[config.mk]
export PLATFORM = sky130hd
export DESIGN_NAME = fixed_block_pool_allocator
export DESIGN_NICKNAME = d
export VERILOG_FILES = /design/src/fbpa_pkg.sv /design/src/fbpa_div.sv /design/src/fbpa_dp.sv /design/src/fbpa_ctrl.sv /design/src/fixed_block_pool_allocator.sv
export SDC_FILE = /design/constraint.sdc
export NUM_CORES = 1
export LEC_CHECK = 0
export BUFFER_PORTS_ARGS = -buffer_cell sky130_fd_sc_hd__buf_4
export CORE_ASPECT_RATIO = 1.1
export CORE_MARGIN = 10
export CORE_UTILIZATION = 35
export DETAILED_ROUTE_END_ITERATION = 7
export SKIP_CTS_REPAIR_TIMING = 1
export SLEW_MARGIN = 40
export SYNTH_ARGS = -nofsm -noshare
export SYNTH_HDL_FRONTEND = slang
export SYNTH_SLANG_ARGS = --single-unit
[constraint.sdc]
create_clock -name clock -period 14.2 [get_ports clock]
set_clock_uncertainty 0.1 [all_clocks]
set_input_delay 2.84 -clock clock [delete_from_list [all_inputs] [get_ports clock]]
set_output_delay 2.84 -clock clock [all_outputs]
set_load 0.01 [all_outputs]
[src/fbpa_pkg.sv]
// Shared types, constants and register map of the fixed block pool allocator.
package fbpa_pkg;

   localparam int ADDR_W = 32;
   localparam int SIZE_W = 16;
   localparam int ESIZE_W = SIZE_W + 1;
   localparam int CNT_W = 7;
   localparam int BIDX_W = 6;
   localparam int PROD_W = CNT_W + ESIZE_W;
   localparam int REG_W = 2;
   localparam int SCAN_W = 8;
   localparam int SEL_W = 3;
   localparam int DEF_MAX_BLOCKS = 64;
   localparam int SIZE_ROUND = 3;
   localparam logic [SIZE_W-1:0] DEF_BLOCK_SIZE = SIZE_W'(4);

   localparam logic [REG_W-1:0] REG_POOL_BASE = 2'd0;
   localparam logic [REG_W-1:0] REG_BLOCK_SIZE = 2'd1;
   localparam logic [REG_W-1:0] REG_BLOCK_COUNT = 2'd2;

   typedef enum logic {
      CMD_ALLOC = 1'b0,
      CMD_FREE  = 1'b1
   } cmd_type;

   typedef enum logic [1:0] {
      ST_ALLOCATED = 2'd0,
      ST_FULL      = 2'd1,
      ST_FREED     = 2'd2,
      ST_IGNORED   = 2'd3
   } rsp_status_type;

   typedef struct packed {
      cmd_type           cmd;
      logic [ADDR_W-1:0] address;
   } req_type;

   typedef struct packed {
      rsp_status_type    status;
      logic [ADDR_W-1:0] address_res;
      logic [BIDX_W-1:0] block_index;
   } rsp_type;

   typedef struct packed {
      logic capture;
      logic div_start;
      logic scan;
      logic mul;
      logic load_rsp;
   } ctrl_cmd_type;

   typedef struct packed {
      logic req_is_free;
      logic scan_found;
      logic scan_last;
      logic div_done;
   } ctrl_status_type;

endpackage

[src/fbpa_div.sv]
// Restoring divider, one quotient bit per cycle, for the free address lookup.
module fbpa_div
   import fbpa_pkg::*;
(
   input  logic               clock,
   input  logic               reset,
   input  logic               start,
   input  logic [ADDR_W-1:0]  dividend,
   input  logic [ESIZE_W-1:0] divisor,
   output logic               done,
   output logic [ADDR_W-1:0]  quotient
);

   localparam int STEP_W = $clog2(ADDR_W);

   logic                busy_ff, busy_in;
   logic                done_ff, done_in;
   logic [STEP_W-1:0]   step_ff, step_in;
   logic [ESIZE_W-1:0]  rem_ff, rem_in;
   logic [ESIZE_W-1:0]  dvs_ff, dvs_in;
   logic [ADDR_W-1:0]   quo_ff, quo_in;
   logic [ESIZE_W:0]    rem_shift;
   logic [ESIZE_W:0]    rem_diff;
   logic                fits;

   assign rem_shift = {rem_ff, quo_ff[ADDR_W-1]};
   assign rem_diff  = rem_shift - {1'b0, dvs_ff};
   assign fits      = rem_shift >= {1'b0, dvs_ff};

   always_comb begin
      busy_in = busy_ff;
      done_in = 1'b0;
      step_in = step_ff;
      rem_in  = rem_ff;
      dvs_in  = dvs_ff;
      quo_in  = quo_ff;
      if (start) begin
         busy_in = 1'b1;
         step_in = '0;
         rem_in  = '0;
         dvs_in  = divisor;
         quo_in  = dividend;
      end else if (busy_ff) begin
         // zero divisor always fits, so the quotient comes out all ones
         rem_in  = fits ? rem_diff[ESIZE_W-1:0] : rem_shift[ESIZE_W-1:0];
         quo_in  = {quo_ff[ADDR_W-2:0], fits};
         step_in = step_ff + STEP_W'(1);
         if (step_ff == STEP_W'(ADDR_W - 1)) begin
            busy_in = 1'b0;
            done_in = 1'b1;
         end
      end
   end

   always_ff @(posedge clock) begin
      if (reset) begin
         busy_ff <= 1'b0;
         done_ff <= 1'b0;
      end else begin
         busy_ff <= busy_in;
         done_ff <= done_in;
      end
   end

   always_ff @(posedge clock) begin
      step_ff <= step_in;
      rem_ff  <= rem_in;
      dvs_ff  <= dvs_in;
      quo_ff  <= quo_in;
   end

   assign done     = done_ff;
   assign quotient = quo_ff;

endmodule

[src/fbpa_dp.sv]
// Datapath: configuration registers, in-use flags, group scanner, multiplier and result word.
module fbpa_dp
   import fbpa_pkg::*;
#(
   parameter int MAX_BLOCKS = DEF_MAX_BLOCKS
) (
   input  logic               clock,
   input  logic               reset,
   input  logic               csr_we,
   input  logic [REG_W-1:0]   csr_index,
   input  logic [ADDR_W-1:0]  csr_wdata,
   input  req_type            req_data,
   input  ctrl_cmd_type       cmd,
   output ctrl_status_type    sts,
   output rsp_type            rsp_data
);

   // the count register cannot address more than this many blocks
   localparam int CAP = (MAX_BLOCKS < (2 ** CNT_W) - 1) ? MAX_BLOCKS : (2 ** CNT_W) - 1;
   localparam logic [CNT_W-1:0] CAP_V = CNT_W'(CAP);
   localparam int NGRP = (CAP + SCAN_W - 1) / SCAN_W;
   localparam int NF = NGRP * SCAN_W;
   localparam int IDX_W = $clog2(NF);
   localparam int GRP_W = (NGRP > 1) ? $clog2(NGRP) : 1;

   logic [ADDR_W-1:0]  base_ff, base_in;
   logic [SIZE_W-1:0]  size_ff, size_in;
   logic [CNT_W-1:0]   count_ff, count_in;
   logic [NF-1:0]      flags_ff, flags_in;
   logic [GRP_W-1:0]   grp_ff, grp_in;
   logic               is_free_ff, is_free_in;
   logic               found_ff, found_in;
   logic [CNT_W-1:0]   idx_ff, idx_in;
   logic [PROD_W-1:0]  prod_ff, prod_in;
   rsp_type            rsp_ff, rsp_in;

   logic [ESIZE_W-1:0] size_eff;
   logic [CNT_W-1:0]   count_eff;
   logic [IDX_W-1:0]   grp_base;
   logic [SCAN_W-1:0]  grp_flags;
   logic [SCAN_W-1:0]  avail;
   logic [SEL_W-1:0]   scan_sel;
   logic [CNT_W-1:0]   scan_idx;
   logic [ADDR_W-1:0]  offset;
   logic [ADDR_W-1:0]  div_quo;
   logic               div_done;
   logic               in_range;

   assign size_eff  = ({1'b0, size_ff} + ESIZE_W'(SIZE_ROUND)) & ~ESIZE_W'(SIZE_ROUND);
   assign count_eff = (count_ff > CAP_V) ? CAP_V : count_ff;
   assign offset    = req_data.address - base_ff;

   fbpa_div u_div (
      .clock    (clock),
      .reset    (reset),
      .start    (cmd.div_start),
      .dividend (offset),
      .divisor  (size_eff),
      .done     (div_done),
      .quotient (div_quo)
   );

   assign in_range = div_quo < ADDR_W'(count_eff);

   // one group of flags per cycle; blocks at or above the count read as taken
   assign grp_base  = IDX_W'({grp_ff, SEL_W'(0)});
   assign grp_flags = flags_ff[grp_base +: SCAN_W];

   always_comb begin
      for (int j = 0; j < SCAN_W; j++) begin
         avail[j] = !grp_flags[j] && (CNT_W'({grp_ff, SEL_W'(j)}) < count_eff);
      end
   end

   always_comb begin
      scan_sel = '0;
      for (int j = SCAN_W - 1; j >= 0; j--) begin
         if (avail[j]) begin
            scan_sel = SEL_W'(j);
         end
      end
   end

   assign scan_idx = CNT_W'({grp_ff, scan_sel});

   assign sts.req_is_free = req_data.cmd == CMD_FREE;
   assign sts.scan_found  = |avail;
   assign sts.scan_last   = grp_ff == GRP_W'(NGRP - 1);
   assign sts.div_done    = div_done;

   always_comb begin
      base_in    = base_ff;
      size_in    = size_ff;
      count_in   = count_ff;
      flags_in   = flags_ff;
      grp_in     = grp_ff;
      is_free_in = is_free_ff;
      found_in   = found_ff;
      idx_in     = idx_ff;
      prod_in    = prod_ff;
      rsp_in     = rsp_ff;

      if (csr_we) begin
         case (csr_index)
            REG_POOL_BASE:   base_in  = csr_wdata;
            REG_BLOCK_SIZE:  size_in  = csr_wdata[SIZE_W-1:0];
            REG_BLOCK_COUNT: count_in = csr_wdata[CNT_W-1:0];
            default: ;
         endcase
      end

      if (cmd.capture) begin
         is_free_in = req_data.cmd == CMD_FREE;
         grp_in     = '0;
         found_in   = 1'b0;
      end

      if (cmd.scan) begin
         if (|avail) begin
            found_in = 1'b1;
            idx_in   = scan_idx;
            flags_in[scan_idx[IDX_W-1:0]] = 1'b1;
         end else begin
            grp_in = grp_ff + GRP_W'(1);
         end
      end

      if (cmd.mul) begin
         prod_in = PROD_W'(idx_ff) * PROD_W'(size_eff);
      end

      if (cmd.load_rsp) begin
         if (is_free_ff) begin
            if (in_range) begin
               flags_in[div_quo[IDX_W-1:0]] = 1'b0;
               rsp_in = '{ST_FREED, '0, div_quo[BIDX_W-1:0]};
            end else begin
               rsp_in = '{ST_IGNORED, '0, '0};
            end
         end else if (found_ff) begin
            rsp_in = '{ST_ALLOCATED, base_ff + ADDR_W'(prod_ff), idx_ff[BIDX_W-1:0]};
         end else begin
            rsp_in = '{ST_FULL, '0, '0};
         end
      end
   end

   always_ff @(posedge clock) begin
      if (reset) begin
         base_ff  <= '0;
         size_ff  <= DEF_BLOCK_SIZE;
         count_ff <= '0;
         flags_ff <= '0;
      end else begin
         base_ff  <= base_in;
         size_ff  <= size_in;
         count_ff <= count_in;
         flags_ff <= flags_in;
      end
   end

   always_ff @(posedge clock) begin
      grp_ff     <= grp_in;
      is_free_ff <= is_free_in;
      found_ff   <= found_in;
      idx_ff     <= idx_in;
      prod_ff    <= prod_in;
      rsp_ff     <= rsp_in;
   end

   assign rsp_data = rsp_ff;

endmodule

[src/fbpa_ctrl.sv]
// Controller: sequences one word through scan or divide and owns both handshakes.
module fbpa_ctrl
   import fbpa_pkg::*;
(
   input  logic            clock,
   input  logic            reset,
   input  logic            req_valid,
   output logic            req_ready,
   output logic            rsp_valid,
   input  logic            rsp_ready,
   input  ctrl_status_type sts,
   output ctrl_cmd_type    cmd
);

   typedef enum logic [4:0] {
      S_IDLE = 5'b00001,
      S_SCAN = 5'b00010,
      S_MUL  = 5'b00100,
      S_DIV  = 5'b01000,
      S_DONE = 5'b10000
   } state_type;

   state_type state_ff, state_in;
   logic      rsp_valid_ff, rsp_valid_in;

   always_comb begin
      state_in  = state_ff;
      cmd       = '0;
      req_ready = 1'b0;
      case (state_ff)
         S_IDLE: begin
            req_ready = 1'b1;
            if (req_valid) begin
               cmd.capture = 1'b1;
               if (sts.req_is_free) begin
                  cmd.div_start = 1'b1;
                  state_in      = S_DIV;
               end else begin
                  state_in = S_SCAN;
               end
            end
         end
         S_SCAN: begin
            cmd.scan = 1'b1;
            if (sts.scan_found) begin
               state_in = S_MUL;
            end else if (sts.scan_last) begin
               state_in = S_DONE;
            end
         end
         S_MUL: begin
            cmd.mul  = 1'b1;
            state_in = S_DONE;
         end
         S_DIV: begin
            if (sts.div_done) begin
               state_in = S_DONE;
            end
         end
         S_DONE: begin
            // hold until the output word is free or leaving this cycle
            if (!rsp_valid_ff || rsp_ready) begin
               cmd.load_rsp = 1'b1;
               state_in     = S_IDLE;
            end
         end
         default: state_in = S_IDLE;
      endcase
   end

   always_comb begin
      rsp_valid_in = rsp_valid_ff;
      if (cmd.load_rsp) begin
         rsp_valid_in = 1'b1;
      end else if (rsp_ready) begin
         rsp_valid_in = 1'b0;
      end
   end

   always_ff @(posedge clock) begin
      if (reset) begin
         state_ff     <= S_IDLE;
         rsp_valid_ff <= 1'b0;
      end else begin
         state_ff     <= state_in;
         rsp_valid_ff <= rsp_valid_in;
      end
   end

   assign rsp_valid = rsp_valid_ff;

   a_busy_after_accept: assert property (@(posedge clock) disable iff (reset)
      req_valid && req_ready |=> !req_ready)
      else $error("request accepted while a word is still in work");

   a_div_done_in_div: assert property (@(posedge clock) disable iff (reset)
      sts.div_done |-> state_ff == S_DIV)
      else $error("divider finished outside the divide wait");

   a_load_sets_valid: assert property (@(posedge clock) disable iff (reset)
      cmd.load_rsp |=> rsp_valid)
      else $error("result loaded but not presented");

   a_found_to_mul: assert property (@(posedge clock) disable iff (reset)
      state_ff == S_SCAN && sts.scan_found |=> state_ff == S_MUL)
      else $error("free block found but address not computed");

endmodule

[src/fixed_block_pool_allocator.sv]
// Top level of the fixed block pool allocator.
//
// Usage: program pool_base, block_size and block_count through the csr_
// write port while the block is idle. Each request word on req_ (cmd and
// address) gives exactly one response word on rsp_ (status, address_res,
// block_index). Both channels use valid/ready.
// An allocate scans the in-use flags eight blocks per cycle, then forms
// index * size in the multiply state and adds base when the response is
// loaded; with no free block it goes straight to the response.
// A free runs a one-bit-per-cycle 32-bit divider on (address - base) by the
// rounded size to find the block index.
// One word is in work at a time: the next request is taken in the cycle
// after the response has been loaded.
// The response sits in an output register; a stalled receiver only holds
// the next result back, and the next request is still accepted meanwhile.
// Reset clears every in-use flag at once and sets base 0, size 4, count 0.
module fixed_block_pool_allocator
   import fbpa_pkg::*;
#(
   parameter int MAX_BLOCKS = DEF_MAX_BLOCKS
) (
   input  logic              clock,
   input  logic              reset,
   input  logic              req_valid,
   output logic              req_ready,
   input  req_type           req_data,
   output logic              rsp_valid,
   input  logic              rsp_ready,
   output rsp_type           rsp_data,
   input  logic              csr_we,
   input  logic [REG_W-1:0]  csr_index,
   input  logic [ADDR_W-1:0] csr_wdata
);

   ctrl_cmd_type    cmd;
   ctrl_status_type sts;

   fbpa_ctrl u_ctrl (
      .clock     (clock),
      .reset     (reset),
      .req_valid (req_valid),
      .req_ready (req_ready),
      .rsp_valid (rsp_valid),
      .rsp_ready (rsp_ready),
      .sts       (sts),
      .cmd       (cmd)
   );

   fbpa_dp #(
      .MAX_BLOCKS (MAX_BLOCKS)
   ) u_dp (
      .clock     (clock),
      .reset     (reset),
      .csr_we    (csr_we),
      .csr_index (csr_index),
      .csr_wdata (csr_wdata),
      .req_data  (req_data),
      .cmd       (cmd),
      .sts       (sts),
      .rsp_data  (rsp_data)
   );

endmodule
### Word-level counts from Yosys, hierarchy flattened

Index checks and enable logic that the tools add are counted.

* register bits: 269
* input port bits: 72
* output and inout port bits: 42
* word-level logic and storage cells: 141

* add/sub/neg operators: 6
* multiply operators: 1
* $lt $le $gt $ge: 15
* equality and inequality tests: 13
* shifts and indexed selects: 1
* mux-type cells: 51
* bitwise gates (word level): 4
* reduce and logical (&&, ||, !) cells: 30

Operators by type and width (number)
* 64-bit two-way mux: 5
* 39-bit two-way mux: 2
* 64-bit bitwise AND: 1
* 32-bit two-way mux: 2
* 64-bit inverter: 1
* 64-bit bitwise OR: 1
* 64-bit by 7-bit variable part select with 8-bit output: 1
* 6-bit by 7-bit < comparator with 1-bit output: 8
* 40-bit two-way mux: 1
* 3-bit two-way mux: 11
* 32-bit by 24-bit adder with 32-bit output: 1
* 32-bit by 7-bit < comparator with 1-bit output: 1
* 32-bit subtractor: 1
* 5-bit two-way mux: 5
* 5-bit case mux with 5 select lines: 1
* 6-bit by 15-bit multiplier with 21-bit output: 1
* 18-bit by 17-bit >= comparator with 1-bit output: 1
* 16-bit by 2-bit adder with 17-bit output, second input constant: 1
* 1-bit two-way mux: 17
* 17-bit two-way mux: 1
* 17-bit subtractor: 1
* 6-bit by 7-bit < comparator with 1-bit output, second input constant: 2
* 1-bit demux with 6-bit select: 2
* 6-bit by 1-bit >= comparator with 1-bit output, second input constant: 2
* other kinds (27): 51

### Longest topological paths before layout

* word-level depth: 23
* mapped depth: 20
* mapped depth without buffers: 20

### By module

A second synthesis with hierarchy kept.

* cells, all modules: 1863
* area, all modules: 17714.5 sq um

Modules (own cells, without submodules)
* fbpa_dp: times used 1, cells an instance 1471, area each 13442.9 sq um, seq. area each 4504.3 sq um
* fbpa_div: times used 1, cells an instance 348, area each 3916.3 sq um, seq. area each 1951.9 sq um
* fbpa_ctrl: times used 1, cells an instance 44, area each 355.3 sq um, seq. area each 120.1 sq um

### Worst setup path after synthesis

Ideal clock, no wire load.

* kind: input -> register
* start point: input port req_data[4] (netlist name)
* end point: register u_dp.u_div.quo_ff[30] (netlist: u_dp.u_div.quotient[30]) (data pin)
* library setup time: 0.135 ns
* data arrival time: 4.906 ns
* data required time: 13.965 ns
* path slack: 9.059 ns
* stages on the path: 8
* buffers on the path: 0
* cell sequence: ha_1 -> or4_1 -> o21ai_0 -> a21oi_1 -> o2111ai_1 -> a211oi_1 -> or4_1 -> nand3_1

* cells in the longest elaborated chain, start to end: 2

RTL lines
* start, declared: RTL line fixed_block_pool_allocator.sv:26 `input req_type req_data,`
* 32-bit subtractor: RTL line fbpa_dp.sv:51 `assign offset = req_data.address - base_ff;`
* 32-bit two-way mux: RTL line fbpa_div.sv:37 `if (start) begin`
* net u_dp.u_div.quo_in[30]: RTL line fbpa_div.sv:21 `logic [ADDR_W-1:0] quo_ff, quo_in;`
* end signal, assigned: RTL line fbpa_div.sv:69 `quo_ff <= quo_in;`
* end, declared: RTL line fbpa_div.sv:21

The timed path passes the listed nets, and every way through them passes these cells.
A chain may end at the register's enable or synchronous reset.

### Worst setup path in the final report

* start point: register u_dp.size_ff[2]
* end point: register u_dp.prod_ff[20] (data pin)

* cells in the longest elaborated chain, start to end: 2

RTL lines
* start, declared: RTL line fbpa_dp.sv:27 `logic [SIZE_W-1:0] size_ff, size_in;`
* start signal, assigned: RTL line fbpa_dp.sv:156 `size_ff <= size_in;`
* 16-bit by 2-bit adder with 17-bit output: RTL line fbpa_dp.sv:49 `assign size_eff = ({1'b0, size_ff} + ESIZE_W'(SIZE_ROUND)) & ~ESIZE_W'(SIZE_ROUND);`
* net u_dp.size_eff[10]: RTL line fbpa_dp.sv:37 `logic [ESIZE_W-1:0] size_eff;`
* 6-bit by 15-bit multiplier with 21-bit output: RTL line fbpa_dp.sv:129 `prod_in = PROD_W'(idx_ff) * PROD_W'(size_eff);`
* end signal, assigned: RTL line fbpa_dp.sv:167 `prod_ff <= prod_in;`
* end, declared: RTL line fbpa_dp.sv:34 `logic [PROD_W-1:0] prod_ff, prod_in;`

The timed path passes the listed nets, and every way through them passes these cells.

==> out/results.ini <==
[clock_tree]
clk_latency_ns=0.57
cts.sinks=268
root_buffer=clkbuf_16
cts_tree=built
clockBufferDepth=3
path_clk_slew_ns=0.06
h-tree-depth=1
cts_made_buffers=31

[timing]
worst_slew_pin_slew_ns=0.837
rsz0062_at_grt=false
fmax_mhz=174
slew_viol_final=0
slew_headroom=0.438
whs_ns=0.354
fin_crit_sh=0.404
setup_violations=0
post-route-min-period_ns=5.73
final_hold_viol_count=0
fin_ws_ns=8.47
fin_setup_tns_ns=0

[layout]
diodes=0
area_growth_pct=14.0
layout-drive-gt1-share=0.118
final_cell_mix=nand2_1 (249), a21oi_1 (190), dfxtp_1 (153)
final_util=0.401
final_common_cell=nand2_1
nNetsFinal=2228

[grt]
grt_max_degree=80
antenna_found_initial=2
grt_use_total=0.166
grt_pass1_wl_microns=79300
gr-total-overflow=0
grt_pass1_vias=14400

[floorplan]
core_area_sq_um=49900
dieWidth_microns=234
num_io_pins=114
dieArea_sq_um=59600
die_y_microns=255
initial_core_util=0.352
rows=86

[synth]
yosysSeqAreaShare=0.371
synth_cell_types=84
syn_avg_cell_area_sq_um=9.21
synth_nets=2147
netlist_area_sq_um=17600
synth_cells=1909
ys_warn_count=0
async_reset_ff_frac=0
yosys_most_used_dff=dfxtp_1
yosys_register_bits=268
synth_edf_count=115

[power_and_ir_drop]
power_mw=2.51
p_per_area_nw_per_um2=125
peakVddDrop_mv=0.0926
leakage_nw=7.94

[routing]
drt_pass1_iterations=5
drt_iter0_markers=1122
routed_wl_microns=50900
drt-vias-per-instance=5.45
ant_nets=0
wl_per_cell_microns=19.1
dr_total_vias=14600
route.detailed.drc=0

[setup_path]
cp.required_ns=14.43
cp-start-kind=flop
r2r-end=u_dp.prod_ff[20]$_DFFE_PP_
rr_startpoint=u_dp.size_ff[2]$_SDFFE_PP1P_
ff2ff_setup_slack_ns=8.47
path_class=flop to flop
critPathCaptureType=flop
path_max_fanout=7
worstRegToRegCells=19
worstPathArrival_ns=5.96

[min_path]
holdCritPathClass=flop to flop
hp-start=u_dp.base_ff[25]$_SDFFE_PP0P_
holdPathStages=2
worstHoldEndpoint=u_dp.base_ff[25]$_SDFFE_PP0P_

[placement]
dpl.hpwl_microns=38600
port_buffers=113
globalplace.congestion=0.884
dp_worst_setup_slack_ns=8.35

[run_status]
status=completed

[job]
drv_cap=0

[synth_stat cells (6+ instances only)]
cell type | instances | area, sq um
nand2_1 | 250 | 938
a21oi_1 | 190 | 951
dfxtp_1 | 153 | 3060
inv_1 | 137 | 514
nor2_1 | 126 | 473
edfxtp_1 | 115 | 3450
ha_1 | 110 | 1380
a211oi_1 | 86 | 646
o21ai_0 | 69 | 345
clkbuf_1 | 56 | 210
fa_1 | 56 | 1120
xnor2_1 | 45 | 394
and2_1 | 38 | 238
mux2i_1 | 35 | 350
a21o_1 | 33 | 248
nand3_1 | 27 | 135
nor3_1 | 27 | 135
xor2_1 | 26 | 228
and3_1 | 25 | 156
nand2b_1 | 20 | 125
nor2b_1 | 18 | 113
o211ai_1 | 16 | 120
o21a_1 | 16 | 120
nor4_1 | 13 | 81.3
a31oi_1 | 12 | 75.1
buf_1 | 12 | 45.0
nand3b_1 | 12 | 90.1
o31ai_1 | 12 | 90.1
or3_1 | 12 | 75.1
nor3b_1 | 10 | 75.1
nand4_1 | 9 | 56.3
a2111oi_4 | 8 | 220
mux4_2 | 8 | 180
or2_2 | 8 | 50.1
o21bai_1 | 7 | 52.6
a22o_1 | 6 | 52.6
a311oi_1 | 6 | 52.6
mux2_2 | 6 | 67.6
[cells by family after synthesis]
kind of cell	count (synthesis)	share of synthesized area
xor+xnor	71	0.0354
mux	49	0.0340
compound gates	516	0.199
flops	268	0.371
fa+ha+maj	166	0.142
simple gates	621	0.170
buf+inv	218	0.0488
[final cells by class]
type,count,area (sq um)
clock inverter,10,52.6
timing repair buffer,127,955
clock buffer,46,903
tap,660,826
inverter,139,522
multi-input combinational,1423,10300
fill,4994,29900
sequential,268,6520
[per-layer routing]
metal  GRT usage  wire (microns)
met3      0.0286            2950
met5           0              23
met4      0.0448            1260
met1       0.218           23300
met2       0.276           23400
[worst max-delay path by stage]
stage / cells past startpoint / from / to / slack [ns]
finish: 19 / u_dp.size_ff[2]$_SDFFE_PP1P_ / u_dp.prod_ff[20]$_DFFE_PP_ / 8.47
detailed placement: 12 / req_data[0] / u_dp.u_div.quotient[28]$_DFFE_PP_ / 8.35
global placement: 12 / req_data[0] / u_dp.u_div.quotient[30]$_DFFE_PP_ / 8.36
global route: 19 / u_dp.size_ff[0]$_SDFFE_PP0P_ / u_dp.prod_ff[18]$_DFFE_PP_ / 8.09
CTS: 19 / u_dp.size_ff[3]$_SDFFE_PP0P_ / u_dp.prod_ff[20]$_DFFE_PP_ / 8.52
floorplan: 8 / req_data[4] / u_dp.u_div.quotient[30]$_DFFE_PP_ / 9.06
[worst max-delay path: stages (launching register included)]
cell and delay, ns:
dfxtp_1 0.38, o2111a_1 0.28, nand4_1 0.15, nor2_1 0.26, nand2_1 0.11, xnor2_1 0.62, nand2_1 0.15, fa_1 0.52
inv_1 0.05, fa_1 0.46, fa_1 0.51, ha_1 0.36, o21a_1 0.22, o21a_1 0.19, o21a_1 0.18, o221ai_1 0.23
a21oi_1 0.15, or2_2 0.31, a21o_1 0.17, xnor2_1 0.12
[state kept, by name (all words and copies together) (netlist names), 5 cells and up]
signal,count
u_dp.base_ff,32
u_dp.u_div.quotient,32
u_dp.count_ff,7
u_dp.size_ff,16
u_dp.u_div.dvs_ff,15
u_dp.prod_ff,21
u_ctrl.state_ff,5
u_dp.flags_ff,64
u_dp.u_div.step_ff,5
u_dp.u_div.rem_ff,17
u_dp.idx_ff,6
u_dp.rsp_data,40
[through the flow]
step | cell area [sq um] | std cells
finish | 20000 | 2673
global route | 20000 | 2673
CTS | 20000 | 2672
detailed placement | 19000 | 2616
global placement | 19000 | 2615
floorplan | 17600 | 1909
[report_power, final]
part / switching (mW) / internal (mW) / total, mW
Combinational: 0.451 / 0.299 / 0.749
Clock: 0.318 / 0.436 / 0.753
Sequential: 0.0886 / 0.918 / 1.01
Total: 0.857 / 1.65 / 2.51
Note: power is estimated with default switching activity, not from simulation.
